$ cat config.mk
export PLATFORM = sky130hd
export DESIGN_NAME = i2c_master_bit_engine_top
export DESIGN_NICKNAME = d
export VERILOG_FILES = /design/src/rtl/i2cm_pkg.sv /design/src/rtl/i2cm_core.sv /design/src/rtl/i2c_master_bit_engine_top.sv
export SDC_FILE = /design/constraint.sdc
export NUM_CORES = 1
export LEC_CHECK = 0
export BUFFER_PORTS_ARGS = -buffer_cell sky130_fd_sc_hd__buf_2
export CAP_MARGIN = 0
export CORE_ASPECT_RATIO = 1.25
export CORE_MARGIN = 2
export CORE_UTILIZATION = 63
export DETAILED_ROUTE_END_ITERATION = 7
export GPL_ROUTABILITY_DRIVEN = 0
export PLACE_DENSITY_LB_ADDON = 0.12
export SLEW_MARGIN = 10
export SYNTH_ARGS = -nofsm -noshare
export SYNTH_HDL_FRONTEND = slang
export SYNTH_HIERARCHICAL = 1
export SYNTH_SLANG_ARGS = --single-unit
$ cat constraint.sdc
create_clock -name clk_i -period 5.7 [get_ports clk_i]
set_input_delay 1.71 -clock clk_i [delete_from_list [all_inputs] [get_ports clk_i]]
set_output_delay 1.71 -clock clk_i [all_outputs]
set_load 0.1 [all_outputs]
$ cat src/rtl/i2cm_pkg.sv
`default_nettype none

package i2cm_pkg;

  localparam int BYTE_BITS   = 8;
  localparam int CMD_W       = 3;
  localparam int PHASE_W     = 4;
  localparam int BIT_IDX_W   = 4;
  localparam int DELAY_W     = 16;
  localparam int IN_DATA_W   = 16;
  localparam int OUT_DATA_W  = 16;

  localparam logic [DELAY_W-1:0] DELAY_RESET = 16'd100;

  // command codes, also used as the running operation
  localparam logic [CMD_W-1:0] OP_IDLE  = 3'd0;  // tick when given as a command
  localparam logic [CMD_W-1:0] OP_START = 3'd1;
  localparam logic [CMD_W-1:0] OP_STOP  = 3'd2;
  localparam logic [CMD_W-1:0] OP_WRITE = 3'd3;
  localparam logic [CMD_W-1:0] OP_READ  = 3'd4;
  localparam logic [CMD_W-1:0] OP_SACK  = 3'd5;
  localparam logic [CMD_W-1:0] OP_RACK  = 3'd6;

  localparam logic [PHASE_W-1:0] PH_0 = 4'd0;
  localparam logic [PHASE_W-1:0] PH_1 = 4'd1;
  localparam logic [PHASE_W-1:0] PH_2 = 4'd2;

  typedef struct packed {
    logic [CMD_W-1:0]     command;
    logic [BYTE_BITS-1:0] data_byte;
    logic                 ack_bit;
    logic                 sda_level;
  } item_t;

  typedef struct packed {
    logic                 rejected;
    logic                 ack_received;
    logic [BYTE_BITS-1:0] read_byte;
    logic                 done_res;
    logic                 busy_res;
    logic                 sda_is_input;
    logic                 sda_out;
    logic                 scl_out;
  } result_t;

endpackage

`default_nettype wire

$ cat src/rtl/i2cm_core.sv
`default_nettype none

module i2cm_core (
  input  wire logic                           clk_i,
  input  wire logic                           rst_ni,
  input  wire logic                           step_i,
  input  wire i2cm_pkg::item_t                item_i,
  input  wire logic [i2cm_pkg::DELAY_W-1:0]   delay_ticks_i,
  output i2cm_pkg::result_t                   res_o
);

  logic [i2cm_pkg::CMD_W-1:0]     op_q, op_d;
  logic [i2cm_pkg::PHASE_W-1:0]   phase_q, phase_d;
  logic [i2cm_pkg::BIT_IDX_W-1:0] bit_idx_q, bit_idx_d;
  logic [i2cm_pkg::DELAY_W-1:0]   cnt_q, cnt_d;
  logic [i2cm_pkg::BYTE_BITS-1:0] shift_q, shift_d;
  logic [i2cm_pkg::BYTE_BITS-1:0] rd_q, rd_d;
  logic scl_q, scl_d, sda_q, sda_d, sdain_q, sdain_d, ack_q, ack_d;

  logic                           busy;
  logic                           done;
  logic                           rej;
  logic [i2cm_pkg::DELAY_W-1:0]   limit;
  logic [i2cm_pkg::DELAY_W-1:0]   cnt_inc;
  logic [i2cm_pkg::BIT_IDX_W-1:0] bit_inc;
  logic [i2cm_pkg::PHASE_W-1:0]   phase_inc;
  logic [i2cm_pkg::BYTE_BITS-1:0] shift_wr;
  logic [i2cm_pkg::BYTE_BITS-1:0] shift_rd;
  logic                           last_bit;

  assign busy      = (op_q != i2cm_pkg::OP_IDLE);
  assign limit     = (delay_ticks_i == '0) ? i2cm_pkg::DELAY_W'(1) : delay_ticks_i;
  assign cnt_inc   = cnt_q + i2cm_pkg::DELAY_W'(1);
  assign bit_inc   = bit_idx_q + i2cm_pkg::BIT_IDX_W'(1);
  assign phase_inc = phase_q + i2cm_pkg::PHASE_W'(1);
  assign shift_wr  = {shift_q[i2cm_pkg::BYTE_BITS-2:0], 1'b0};
  assign shift_rd  = {shift_q[i2cm_pkg::BYTE_BITS-2:0], item_i.sda_level};
  assign last_bit  = (bit_inc >= i2cm_pkg::BIT_IDX_W'(i2cm_pkg::BYTE_BITS));

  always_comb begin
    op_d      = op_q;
    phase_d   = phase_q;
    bit_idx_d = bit_idx_q;
    cnt_d     = cnt_q;
    shift_d   = shift_q;
    rd_d      = rd_q;
    scl_d     = scl_q;
    sda_d     = sda_q;
    sdain_d   = sdain_q;
    ack_d     = ack_q;
    done      = 1'b0;
    rej       = 1'b0;

    if (item_i.command == i2cm_pkg::OP_IDLE) begin
      // timing tick
      if (busy) begin
        cnt_d = cnt_inc;
        if (cnt_inc >= limit) begin
          cnt_d   = '0;
          phase_d = phase_inc;
          unique case (op_q)
            i2cm_pkg::OP_START: begin
              if (phase_q == i2cm_pkg::PH_0) scl_d = 1'b0;
              else done = 1'b1;
            end
            i2cm_pkg::OP_STOP: begin
              if (phase_q == i2cm_pkg::PH_0) scl_d = 1'b1;
              else if (phase_q == i2cm_pkg::PH_1) sda_d = 1'b1;
              else done = 1'b1;
            end
            i2cm_pkg::OP_WRITE: begin
              if (phase_q == i2cm_pkg::PH_0) begin
                scl_d = 1'b1;
              end else begin
                scl_d     = 1'b0;
                bit_idx_d = bit_inc;
                if (last_bit) begin
                  sda_d = 1'b1;
                  done  = 1'b1;
                end else begin
                  shift_d = shift_wr;
                  sda_d   = shift_wr[i2cm_pkg::BYTE_BITS-1];
                  phase_d = i2cm_pkg::PH_0;
                end
              end
            end
            i2cm_pkg::OP_READ: begin
              if (phase_q == i2cm_pkg::PH_0) begin
                scl_d = 1'b1;
              end else begin
                shift_d   = shift_rd;
                scl_d     = 1'b0;
                bit_idx_d = bit_inc;
                if (last_bit) begin
                  sdain_d = 1'b0;
                  rd_d    = shift_rd;
                  done    = 1'b1;
                end else begin
                  phase_d = i2cm_pkg::PH_0;
                end
              end
            end
            i2cm_pkg::OP_SACK: begin
              if (phase_q == i2cm_pkg::PH_0) scl_d = 1'b1;
              else if (phase_q == i2cm_pkg::PH_1) scl_d = 1'b0;
              else begin
                sda_d = 1'b1;
                done  = 1'b1;
              end
            end
            i2cm_pkg::OP_RACK: begin
              if (phase_q == i2cm_pkg::PH_0) scl_d = 1'b1;
              else if (phase_q == i2cm_pkg::PH_1) begin
                ack_d = ~item_i.sda_level;
                scl_d = 1'b0;
              end else if (phase_q == i2cm_pkg::PH_2) sdain_d = 1'b0;
              else done = 1'b1;
            end
            default: done = 1'b1;
          endcase
          if (done) begin
            op_d    = i2cm_pkg::OP_IDLE;
            phase_d = i2cm_pkg::PH_0;
          end
        end
      end
    end else if (item_i.command <= i2cm_pkg::OP_RACK) begin
      if (busy) begin
        rej = 1'b1;
      end else begin
        op_d      = item_i.command;
        phase_d   = i2cm_pkg::PH_0;
        bit_idx_d = '0;
        cnt_d     = '0;
        unique case (item_i.command)
          i2cm_pkg::OP_START, i2cm_pkg::OP_STOP: sda_d = 1'b0;
          i2cm_pkg::OP_WRITE: begin
            shift_d = item_i.data_byte;
            sda_d   = item_i.data_byte[i2cm_pkg::BYTE_BITS-1];
          end
          i2cm_pkg::OP_READ: begin
            shift_d = '0;
            sdain_d = 1'b1;
          end
          i2cm_pkg::OP_SACK: sda_d = ~item_i.ack_bit;
          default: sdain_d = 1'b1;
        endcase
      end
    end
  end

  always_ff @(posedge clk_i or negedge rst_ni) begin
    if (!rst_ni) begin
      op_q      <= i2cm_pkg::OP_IDLE;
      phase_q   <= '0;
      bit_idx_q <= '0;
      cnt_q     <= '0;
      shift_q   <= '0;
      rd_q      <= '0;
      scl_q     <= 1'b1;
      sda_q     <= 1'b1;
      sdain_q   <= 1'b0;
      ack_q     <= 1'b0;
    end else if (step_i) begin
      op_q      <= op_d;
      phase_q   <= phase_d;
      bit_idx_q <= bit_idx_d;
      cnt_q     <= cnt_d;
      shift_q   <= shift_d;
      rd_q      <= rd_d;
      scl_q     <= scl_d;
      sda_q     <= sda_d;
      sdain_q   <= sdain_d;
      ack_q     <= ack_d;
    end
  end

  always_comb begin
    res_o.scl_out      = scl_d;
    res_o.sda_out      = sda_d;
    res_o.sda_is_input = sdain_d;
    res_o.busy_res     = (op_d != i2cm_pkg::OP_IDLE);
    res_o.done_res     = done;
    res_o.read_byte    = rd_d;
    res_o.ack_received = ack_d;
    res_o.rejected     = rej;
  end

  a_done_idle: assert property (@(posedge clk_i) disable iff (!rst_ni)
    step_i && done |-> !res_o.busy_res && busy)
    else $error("done without going idle");

  a_rej_hold: assert property (@(posedge clk_i) disable iff (!rst_ni)
    step_i && rej |=> $stable(op_q) && $stable(phase_q) && $stable(cnt_q))
    else $error("rejected command changed state");

  a_bit_range: assert property (@(posedge clk_i) disable iff (!rst_ni)
    bit_idx_q <= i2cm_pkg::BIT_IDX_W'(i2cm_pkg::BYTE_BITS))
    else $error("bit index past byte end");

  a_rej_busy: assert property (@(posedge clk_i) disable iff (!rst_ni)
    step_i && rej |-> busy && !done)
    else $error("reject while idle");

endmodule

`default_nettype wire

$ cat src/rtl/i2c_master_bit_engine_top.sv
// channel  direction  handshake                   payload
// s_axis   in         s_axis_tvalid/tready        tuser command, tdata byte/ack/sda
// m_axis   out        m_axis_tvalid/tready        tdata pin levels and status
// cfg      in         cfg_valid/cfg_ready         delay_ticks, 16 bits
//
// every accepted word gives exactly one result word, through the input register and then the result register
// one word per cycle sustained while the output is not stalled: input register, then one pass of sequencer logic
// into the result register; the line state updates when a word leaves the input register
// a stalled output holds its word; the input register still takes a word while it is empty,
// or while the result register is free or draining in the same cycle
// reset: scl and sda released, sequencer idle, delay_ticks 100
`default_nettype none

module i2c_master_bit_engine_top (
  input  wire logic                              clk_i,
  input  wire logic                              rst_ni,
  input  wire logic                              s_axis_tvalid,
  output logic                                   s_axis_tready,
  // [7:0] data_byte, [8] ack_bit, [9] sda_level, [15:10] zero
  input  wire logic [i2cm_pkg::IN_DATA_W-1:0]    s_axis_tdata,
  // [2:0] command
  input  wire logic [i2cm_pkg::CMD_W-1:0]        s_axis_tuser,
  output logic                                   m_axis_tvalid,
  input  wire logic                              m_axis_tready,
  // [0] scl_out, [1] sda_out, [2] sda_is_input, [3] busy_res, [4] done_res,
  // [12:5] read_byte, [13] ack_received, [14] rejected, [15] zero
  output logic [i2cm_pkg::OUT_DATA_W-1:0]        m_axis_tdata,
  input  wire logic                              cfg_valid,
  output logic                                   cfg_ready,
  input  wire logic [i2cm_pkg::DELAY_W-1:0]      cfg_data
);

  i2cm_pkg::item_t                item_q;
  logic                           in_vld_q;
  i2cm_pkg::result_t              res;
  i2cm_pkg::result_t              out_q;
  logic                           out_vld_q;
  logic [i2cm_pkg::DELAY_W-1:0]   delay_q;
  logic                           advance;
  logic                           in_acc;

  // a word moves on when the result register is empty or being drained
  assign advance       = in_vld_q && (!out_vld_q || m_axis_tready);
  assign s_axis_tready = !in_vld_q || advance;
  assign in_acc        = s_axis_tvalid && s_axis_tready;
  assign cfg_ready     = 1'b1;

  always_ff @(posedge clk_i or negedge rst_ni) begin
    if (!rst_ni) begin
      delay_q <= i2cm_pkg::DELAY_RESET;
    end else if (cfg_valid) begin
      delay_q <= cfg_data;
    end
  end

  // input register
  always_ff @(posedge clk_i or negedge rst_ni) begin
    if (!rst_ni) begin
      in_vld_q <= 1'b0;
    end else if (s_axis_tready) begin
      in_vld_q <= s_axis_tvalid;
    end
  end

  always_ff @(posedge clk_i) begin
    if (in_acc) begin
      item_q.command   <= s_axis_tuser;
      item_q.data_byte <= s_axis_tdata[7:0];
      item_q.ack_bit   <= s_axis_tdata[8];
      item_q.sda_level <= s_axis_tdata[9];
    end
  end

  i2cm_core u_core (
    .clk_i         (clk_i),
    .rst_ni        (rst_ni),
    .step_i        (advance),
    .item_i        (item_q),
    .delay_ticks_i (delay_q),
    .res_o         (res)
  );

  // result register
  always_ff @(posedge clk_i or negedge rst_ni) begin
    if (!rst_ni) begin
      out_vld_q <= 1'b0;
    end else if (advance) begin
      out_vld_q <= 1'b1;
    end else if (m_axis_tready) begin
      out_vld_q <= 1'b0;
    end
  end

  always_ff @(posedge clk_i) begin
    if (advance) begin
      out_q <= res;
    end
  end

  assign m_axis_tvalid = out_vld_q;
  assign m_axis_tdata  = {1'b0, out_q};

endmodule

`default_nettype wire
==> results of run 1 <==
-- routing by layer --
metal  vias up  share of wire [%]  global-route usage [%]
li1       1772                  -                       -
met1      1802                 40                    28.4
met2       119                 54                    42.7
met3        27                3.9                    2.58
met4         0                2.6                    12.7
met5         -                  0                       0
-- placed cells by master (no fill, tap or decap), types with 3 or more instances in the layout --
cell type	count
dfrtp_1	59
buf_2	50
inv_1	35
a21oi_1	33
edfxtp_1	28
nand2_1	28
ha_1	24
o21ai_0	20
mux2_4	19
mux2_2	16
nor2_1	16
mux2i_1	12
nand3_1	12
nor3_1	11
xnor2_1	11
nand4_1	10
clkbuf_8	9
a22o_1	9
nor4_1	9
nand2b_1	8
and2_1	8
and3_1	8
a31oi_1	7
dfstp_2	5
xor2_1	4
o31ai_1	4
nand3b_1	3
a41oi_1	3
a32oi_1	3
-- final cells by class --
type	count	area [um2]
flip-flops and latches	92	2450
multi-input cells	316	2370
fillers	588	2350
repair buffers	52	265
clock buffers	11	153
inverters	35	131
well taps	95	119
clock inverters	5	41.3
-- worst max path at each step --
| stage | startpoint | endpoint | slack [ns] | depth (start not counted) |
|---|---|---|---|---|
| after detailed placement | m_axis_tready | s_axis_tready | 1.63 | 3 |
| final | m_axis_tready | s_axis_tready | 1.62 | 3 |
| after floorplan | m_axis_tready | s_axis_tready | 1.46 | 1 |
| after global placement | m_axis_tready | s_axis_tready | 1.63 | 3 |
| after CTS | m_axis_tready | s_axis_tready | 1.62 | 3 |
| after global routing | u_core/cnt_q[0]$_DFFE_PN0P_ | u_core/shift_q[0]$_DFFE_PN0P_ | 1.33 | 12 |
-- sequential cells by signal, indices dropped and copies added, names as in the netlist --
signal            cells
delay_q              16
in_vld_q              1
item_q               13
m_axis_tdata         15
m_axis_tvalid         1
u_core/ack_q          1
u_core/bit_idx_q      4
u_core/cnt_q         16
u_core/op_q           3
u_core/phase_q        4
u_core/rd_q           8
u_core/scl_q          1
u_core/sda_q          1
u_core/sdain_q        1
u_core/shift_q        7
-- worst reg2reg max path: cells and delay by family (launching register included) --
family                   cells  cell delay, ns
AO/OA/AOI/OAI                3            1.02
XOR/XNOR                     1            0.16
adder cells (fa/ha/maj)      2            0.64
flip-flops                   1            0.46
multiplexers                 1            0.34
AND/OR/NAND/NOR              5            1.32
-- power groups by stage --
stage	sequential, mW	clock [mW]	combinational [mW]
2_1_floorplan	0.850	0	0.189
3_3_place_gp	0.812	0	0.291
3_5_place_dp	0.817	0	0.300
4_1_cts	0.803	0.438	0.303
5_1_grt	0.812	0.463	0.333
6_report	0.803	0.430	0.304
-- metrics by stage --
step	setup WS (ns)	instances	power, mW
final	1.62	606	1.54
after global routing	1.33	606	1.61
after CTS	1.62	606	1.54
after detailed placement	1.63	590	1.12
after global placement	1.63	590	1.10
after floorplan	1.46	476	1.04
-- logic make-up (layout without fill, tap and decap cells) --
kind of cell               Yosys count  after routing  share of synthesized area [%]
buffers and inverters               68            103                           6.66
adders and majority gates           24             24                           5.82
DFF                                 92             92                           47.4
muxes                               47             47                           11.3
xor gates and xnor gates            15             15                           2.54
AOI/OAI and AO/OA                   97             97                           12.1
and+or+nand+nor                    131            131                           14.0
other                                2              2                          0.145
==> impl_metrics.toml, run 1 <==
[critical_path]
rrSetupSlack_ns = 1.64
ff2ff_path_depth = 12
cp_data_required_time_ns = 3.99
end_kind = "output port"
path_max_fanout = 3
cp_data_arrival_time_ns = 2.37
cp_slowest_cell = "buf_2"
rr_startpoint = "u_core/cnt_q[0]$_DFFE_PN0P_"
max_stage_delay_ns = 0.44
path_cells = "buf_2 -> nand3b_1 -> buf_2"
path_class = "input port to output port"
r2r-end = "u_core/shift_q[0]$_DFFE_PN0P_"
path_buf_inv = 2
cpLargestDelayFamily = "buffers and inverters"
cp-start-kind = "input port"
path_common_cell = "buf_2"

[route]
vias_per_cell = 6.14
drc_errors = 0
post_drt_wl_per_cell_um = 17.0
drt-total-wl_mm = 10.3
firstDrtPassIters = 5
via_count = 3720
first_iter_violations = 240
detail-route-antenna-nets = 0

[cts]
cts.sinks = 92
cts_root_buf = "clkbuf_8"
cts_tree = "yes"
post_cts_buffers = 0
cts-resized-gates = 0
cts_max_path_buffers = 2
clk-insertion-delay-late_ns = 0.38
htree_num_levels = 3
path_clk_slew_ns = 0.09
cts_hold_buf = 0
numCtsBuffers = 9

[logic_synthesis]
synth_largest_area_cell = "dfrtp_1"
synth_most_common_cell = "dfrtp_1"
synth_common_cells = "dfrtp_1 (59), inv_1 (35), a21oi_1 (33)"
ys.flop_type = "dfrtp_1"
syn_nets = 540
synth_area_leaders = "dfrtp_1 (29%), edfxtp_1 (16%), ha_1 (5.8%), mux2_4 (5.5%), mux2_2 (3.5%)"
ys.warnings.count = 6
synth_edf_count = 28
synthCells = 476
syn_area_um2 = 5160
synth.avg_cell_area_um2 = 10.8
ys_seq_area_share_pct = 47.4
synth_top_area_share_pct = 28.6
ys_ff_latch = 92
synthArstFlopShare_pct = 69.6
yosysUniqueCellTypes = 61

[power_and_ir_drop]
ir_drop_v = 0.000202
p_leak_nw = 2.53
power.share.clock_pct = 28.0
p_sw_mw = 0.496
sw_frac_of_total_pct = 32.2
comb_power_share_pct = 19.8
seqPwrFrac_pct = 52.3
internal-power_mw = 1.04
powerDensity_nw_per_um2 = 278

[hold_path]
min_from = "u_core/scl_q$_DFFE_PN1P_"
hp-class = "flip-flop to flip-flop"
min_to = "u_core/scl_q$_DFFE_PN1P_"
hold_depth = 2

[final_layout]
fin_nets = 570
fin_area_um2 = 5530
n_antenna_cell = 0
postLayoutCoreUtil_pct = 70.1
syn2layout_area_growth_pct = 7.08
final_layout_size_suffix_gt1_share_pct = 22.1

[global_route]
grt_antenna_before_repair = 0
grt_start_max_net_pins = 65
grt_overflow = 0
grt_use_total_pct = 24.1
grt_pass1_wl_mm = 16.9
grt_pass1_vias = 3636

[floorplanning]
pin_count = 59
fp.dieW_um = 85.0
die_h_um = 105
rows = 36
die_area_um2 = 8940
initial_core_util_pct = 65.5
coreArea_um2 = 7880

[timing]
max_clock_freq_mhz = 245
worst-slew-pin-transition_ns = 0.807
maxSlewViolCount = 0
period_needed_ns = 4.08
timing.hold.ws_ns = 0.499
max_slew_margin_pct = 46.2
final.period_utilization_pct = 71.5
setup_viol = 0
final-hold-violation-count = 0
fin_worst_skew_ns = 0.0168
finalSetupTns_ns = 0
rsz0062_at_grt = "no"

[job]
maxCapViolCount = 0

[place]
dp_hpwl_mm = 7.35
place_area_um2 = 5330
numPortBuffers = 50

[outcome]
run_status = "complete, no violations"
Note: power is estimated with default switching activity, not from simulation.
==> run 2: changes to the inputs <==
--- a/config.mk
+++ b/config.mk
@@ -9,7 +9,7 @@
 export CAP_MARGIN = 0
 export CORE_ASPECT_RATIO = 1.25
 export CORE_MARGIN = 2
-export CORE_UTILIZATION = 63
+export CORE_UTILIZATION = 59
 export DETAILED_ROUTE_END_ITERATION = 7
 export GPL_ROUTABILITY_DRIVEN = 0
 export PLACE_DENSITY_LB_ADDON = 0.12
==> constraint.sdc (replaced) <==
create_clock -name clk_i -period 3.8 [get_ports clk_i]
set_input_delay 1.14 -clock clk_i [delete_from_list [all_inputs] [get_ports clk_i]]
set_output_delay 1.14 -clock clk_i [all_outputs]
set_load 0.1 [all_outputs]
==> impl_metrics.toml, run 2 (synthesis results as in run 1) <==
[timing]
fin_worst_skew_ns = 0.0119
max_slew_margin_pct = 26.3
period_needed_ns = 3.55
setup_viol = 0
maxSlewViolCount = 0
layout_setup_ws_ns = 0.248
timing.hold.ws_ns = 0.484
max_clock_freq_mhz = 282
final.period_utilization_pct = 93.5
final-hold-violation-count = 0
worst-slew-pin-transition_ns = 1.11

[global_route]
grt_overflow = 0
grt_use_total_pct = 22.9
grt_antenna_before_repair = 0
grt_pass1_vias = 3557
grt_pass1_wl_mm = 16.7
grt_start_max_net_pins = 48

[critical_path]
path_max_fanout = 7
end_kind = "flip-flop"
cp_data_required_time_ns = 4.07
cp-start-kind = "flip-flop"
ff2ff_path_depth = 12
path_class = "flip-flop to flip-flop"
cp_data_arrival_time_ns = 3.82

[cts]
path_clk_slew_ns = 0.10
cts_tree = "yes"
cts_root_buf = "clkbuf_8"
clk-insertion-delay-late_ns = 0.37
numCtsBuffers = 9
cts.sinks = 92
cts_max_path_buffers = 2
htree_num_levels = 3
post_cts_buffers = 0

[final_layout]
final_common_cell = "dfrtp_1"
fin_nets = 577
layout_common_cells = "dfrtp_1 (59), buf_2 (50), inv_1 (35)"
fin_area_um2 = 5600
final_layout_size_suffix_gt1_share_pct = 23.9
syn2layout_area_growth_pct = 8.56
fillCellCount = 661
n_antenna_cell = 0

[place]
dp_slack_ns = 0.226
numPortBuffers = 50
dp_hpwl_mm = 7.39
place_area_um2 = 5420

[outcome]
run_status = "complete, no violations"

[floorplanning]
coreArea_um2 = 8610
rows = 38
pin_count = 59
die_h_um = 109
initial_core_util_pct = 60.0
die_area_um2 = 9520
fp.dieW_um = 87.7

[power_and_ir_drop]
p_leak_nw = 2.55
comb_power_share_pct = 20.2
internal-power_mw = 1.53
ir_drop_v = 0.000257
p_sw_mw = 0.755
seqPwrFrac_pct = 52.5
finalPower_mw = 2.29
powerDensity_nw_per_um2 = 408
sw_frac_of_total_pct = 33.1
power.share.clock_pct = 27.2

[hold_path]
hold_depth = 1
hp-class = "flip-flop to flip-flop"

[route]
first_iter_violations = 212
via_count = 3714
firstDrtPassIters = 5
drt-total-wl_mm = 10.2
drc_errors = 0
post_drt_wl_per_cell_um = 16.1
vias_per_cell = 5.82
detail-route-antenna-nets = 0

[job]
maxCapViolCount = 0
## run 2: per-layer routing
metal	vias to the layer above	part of all wire, %	track usage (%)	routed length, um
li1	1791	-	-	-
met1	1792	41	27.7	4230
met2	109	52	38.5	5310
met3	22	3.5	3.21	363
met4	0	3.3	13.3	340
met5	-	0	0	0
## run 2: final cells by class
type | instances | area (um2) | share of cell area (%)
clock buffers | 9 | 124 | 2.21
clock inverters | 7 | 57.6 | 1.03
inverters | 35 | 131 | 2.34
multi-input cells | 316 | 2370 | 42.4
flip-flops and latches | 92 | 2450 | 43.7
well taps | 120 | 150 | 2.68
repair buffers | 59 | 318 | 5.67
## run 2: worst paths after layout
| check | start | slack (ns) | endpoint |
|---|---|---|---|
| worst min-delay path | in_vld_q$_DFFE_PN0P_ | 0.48 | m_axis_tvalid$_DFFE_PN0P_ |
| min in group asynchronous | rst_ni | 0.96 | u_core/phase_q[3]$_DFFE_PN0P_ |
| worst max-delay path | u_core/cnt_q[0]$_DFFE_PN0P_ | 0.25 | u_core/shift_q[0]$_DFFE_PN0P_ |
| worst min register to register | in_vld_q$_DFFE_PN0P_ | 0.48 | m_axis_tvalid$_DFFE_PN0P_ |
| max in group asynchronous | rst_ni | 2.02 | delay_q[2]$_DFFE_PN1P_ |
| worst max register to register | u_core/cnt_q[0]$_DFFE_PN0P_ | 0.25 | u_core/shift_q[0]$_DFFE_PN0P_ |
## run 2: power by group through the flow
stage | combinational, mW | clock, mW | sequential, mW
floorplan | 0.284 | 0 | 1.28
global placement | 0.446 | 0 | 1.22
detailed placement | 0.461 | 0 | 1.22
CTS | 0.463 | 0.636 | 1.20
global route | 0.511 | 0.674 | 1.21
finish | 0.462 | 0.622 | 1.20
## run 2: timing repair
action                                  4_1_cts  5_1_grt
resized for setup                             0        3
hold buffers                                  0        0
endpoints found under the setup margin        0       12
## run 2: critical path, cell delays in order (launching register included)
cell and delay, ns:
dfrtp_1 0.46, ha_2 0.28, nand4_1 0.19, nor2_1 0.20, nand3_1 0.14, xnor2_1 0.17
ha_1 0.33, nand4_1 0.14, nor3_2 0.26, a32oi_1 0.21, and3_1 0.26, o32a_2 0.50
mux2_4 0.32
## run 2: per-stage QoR
stage / util, % / instances / setup TNS (ns)
after global placement: 63.0 / 622 / 0
final: 65.1 / 638 / 0
after CTS: 65.1 / 638 / 0
after floorplan: - / 476 / 0
after detailed placement: 63.0 / 622 / 0
after global routing: 65.1 / 638 / -0.00627
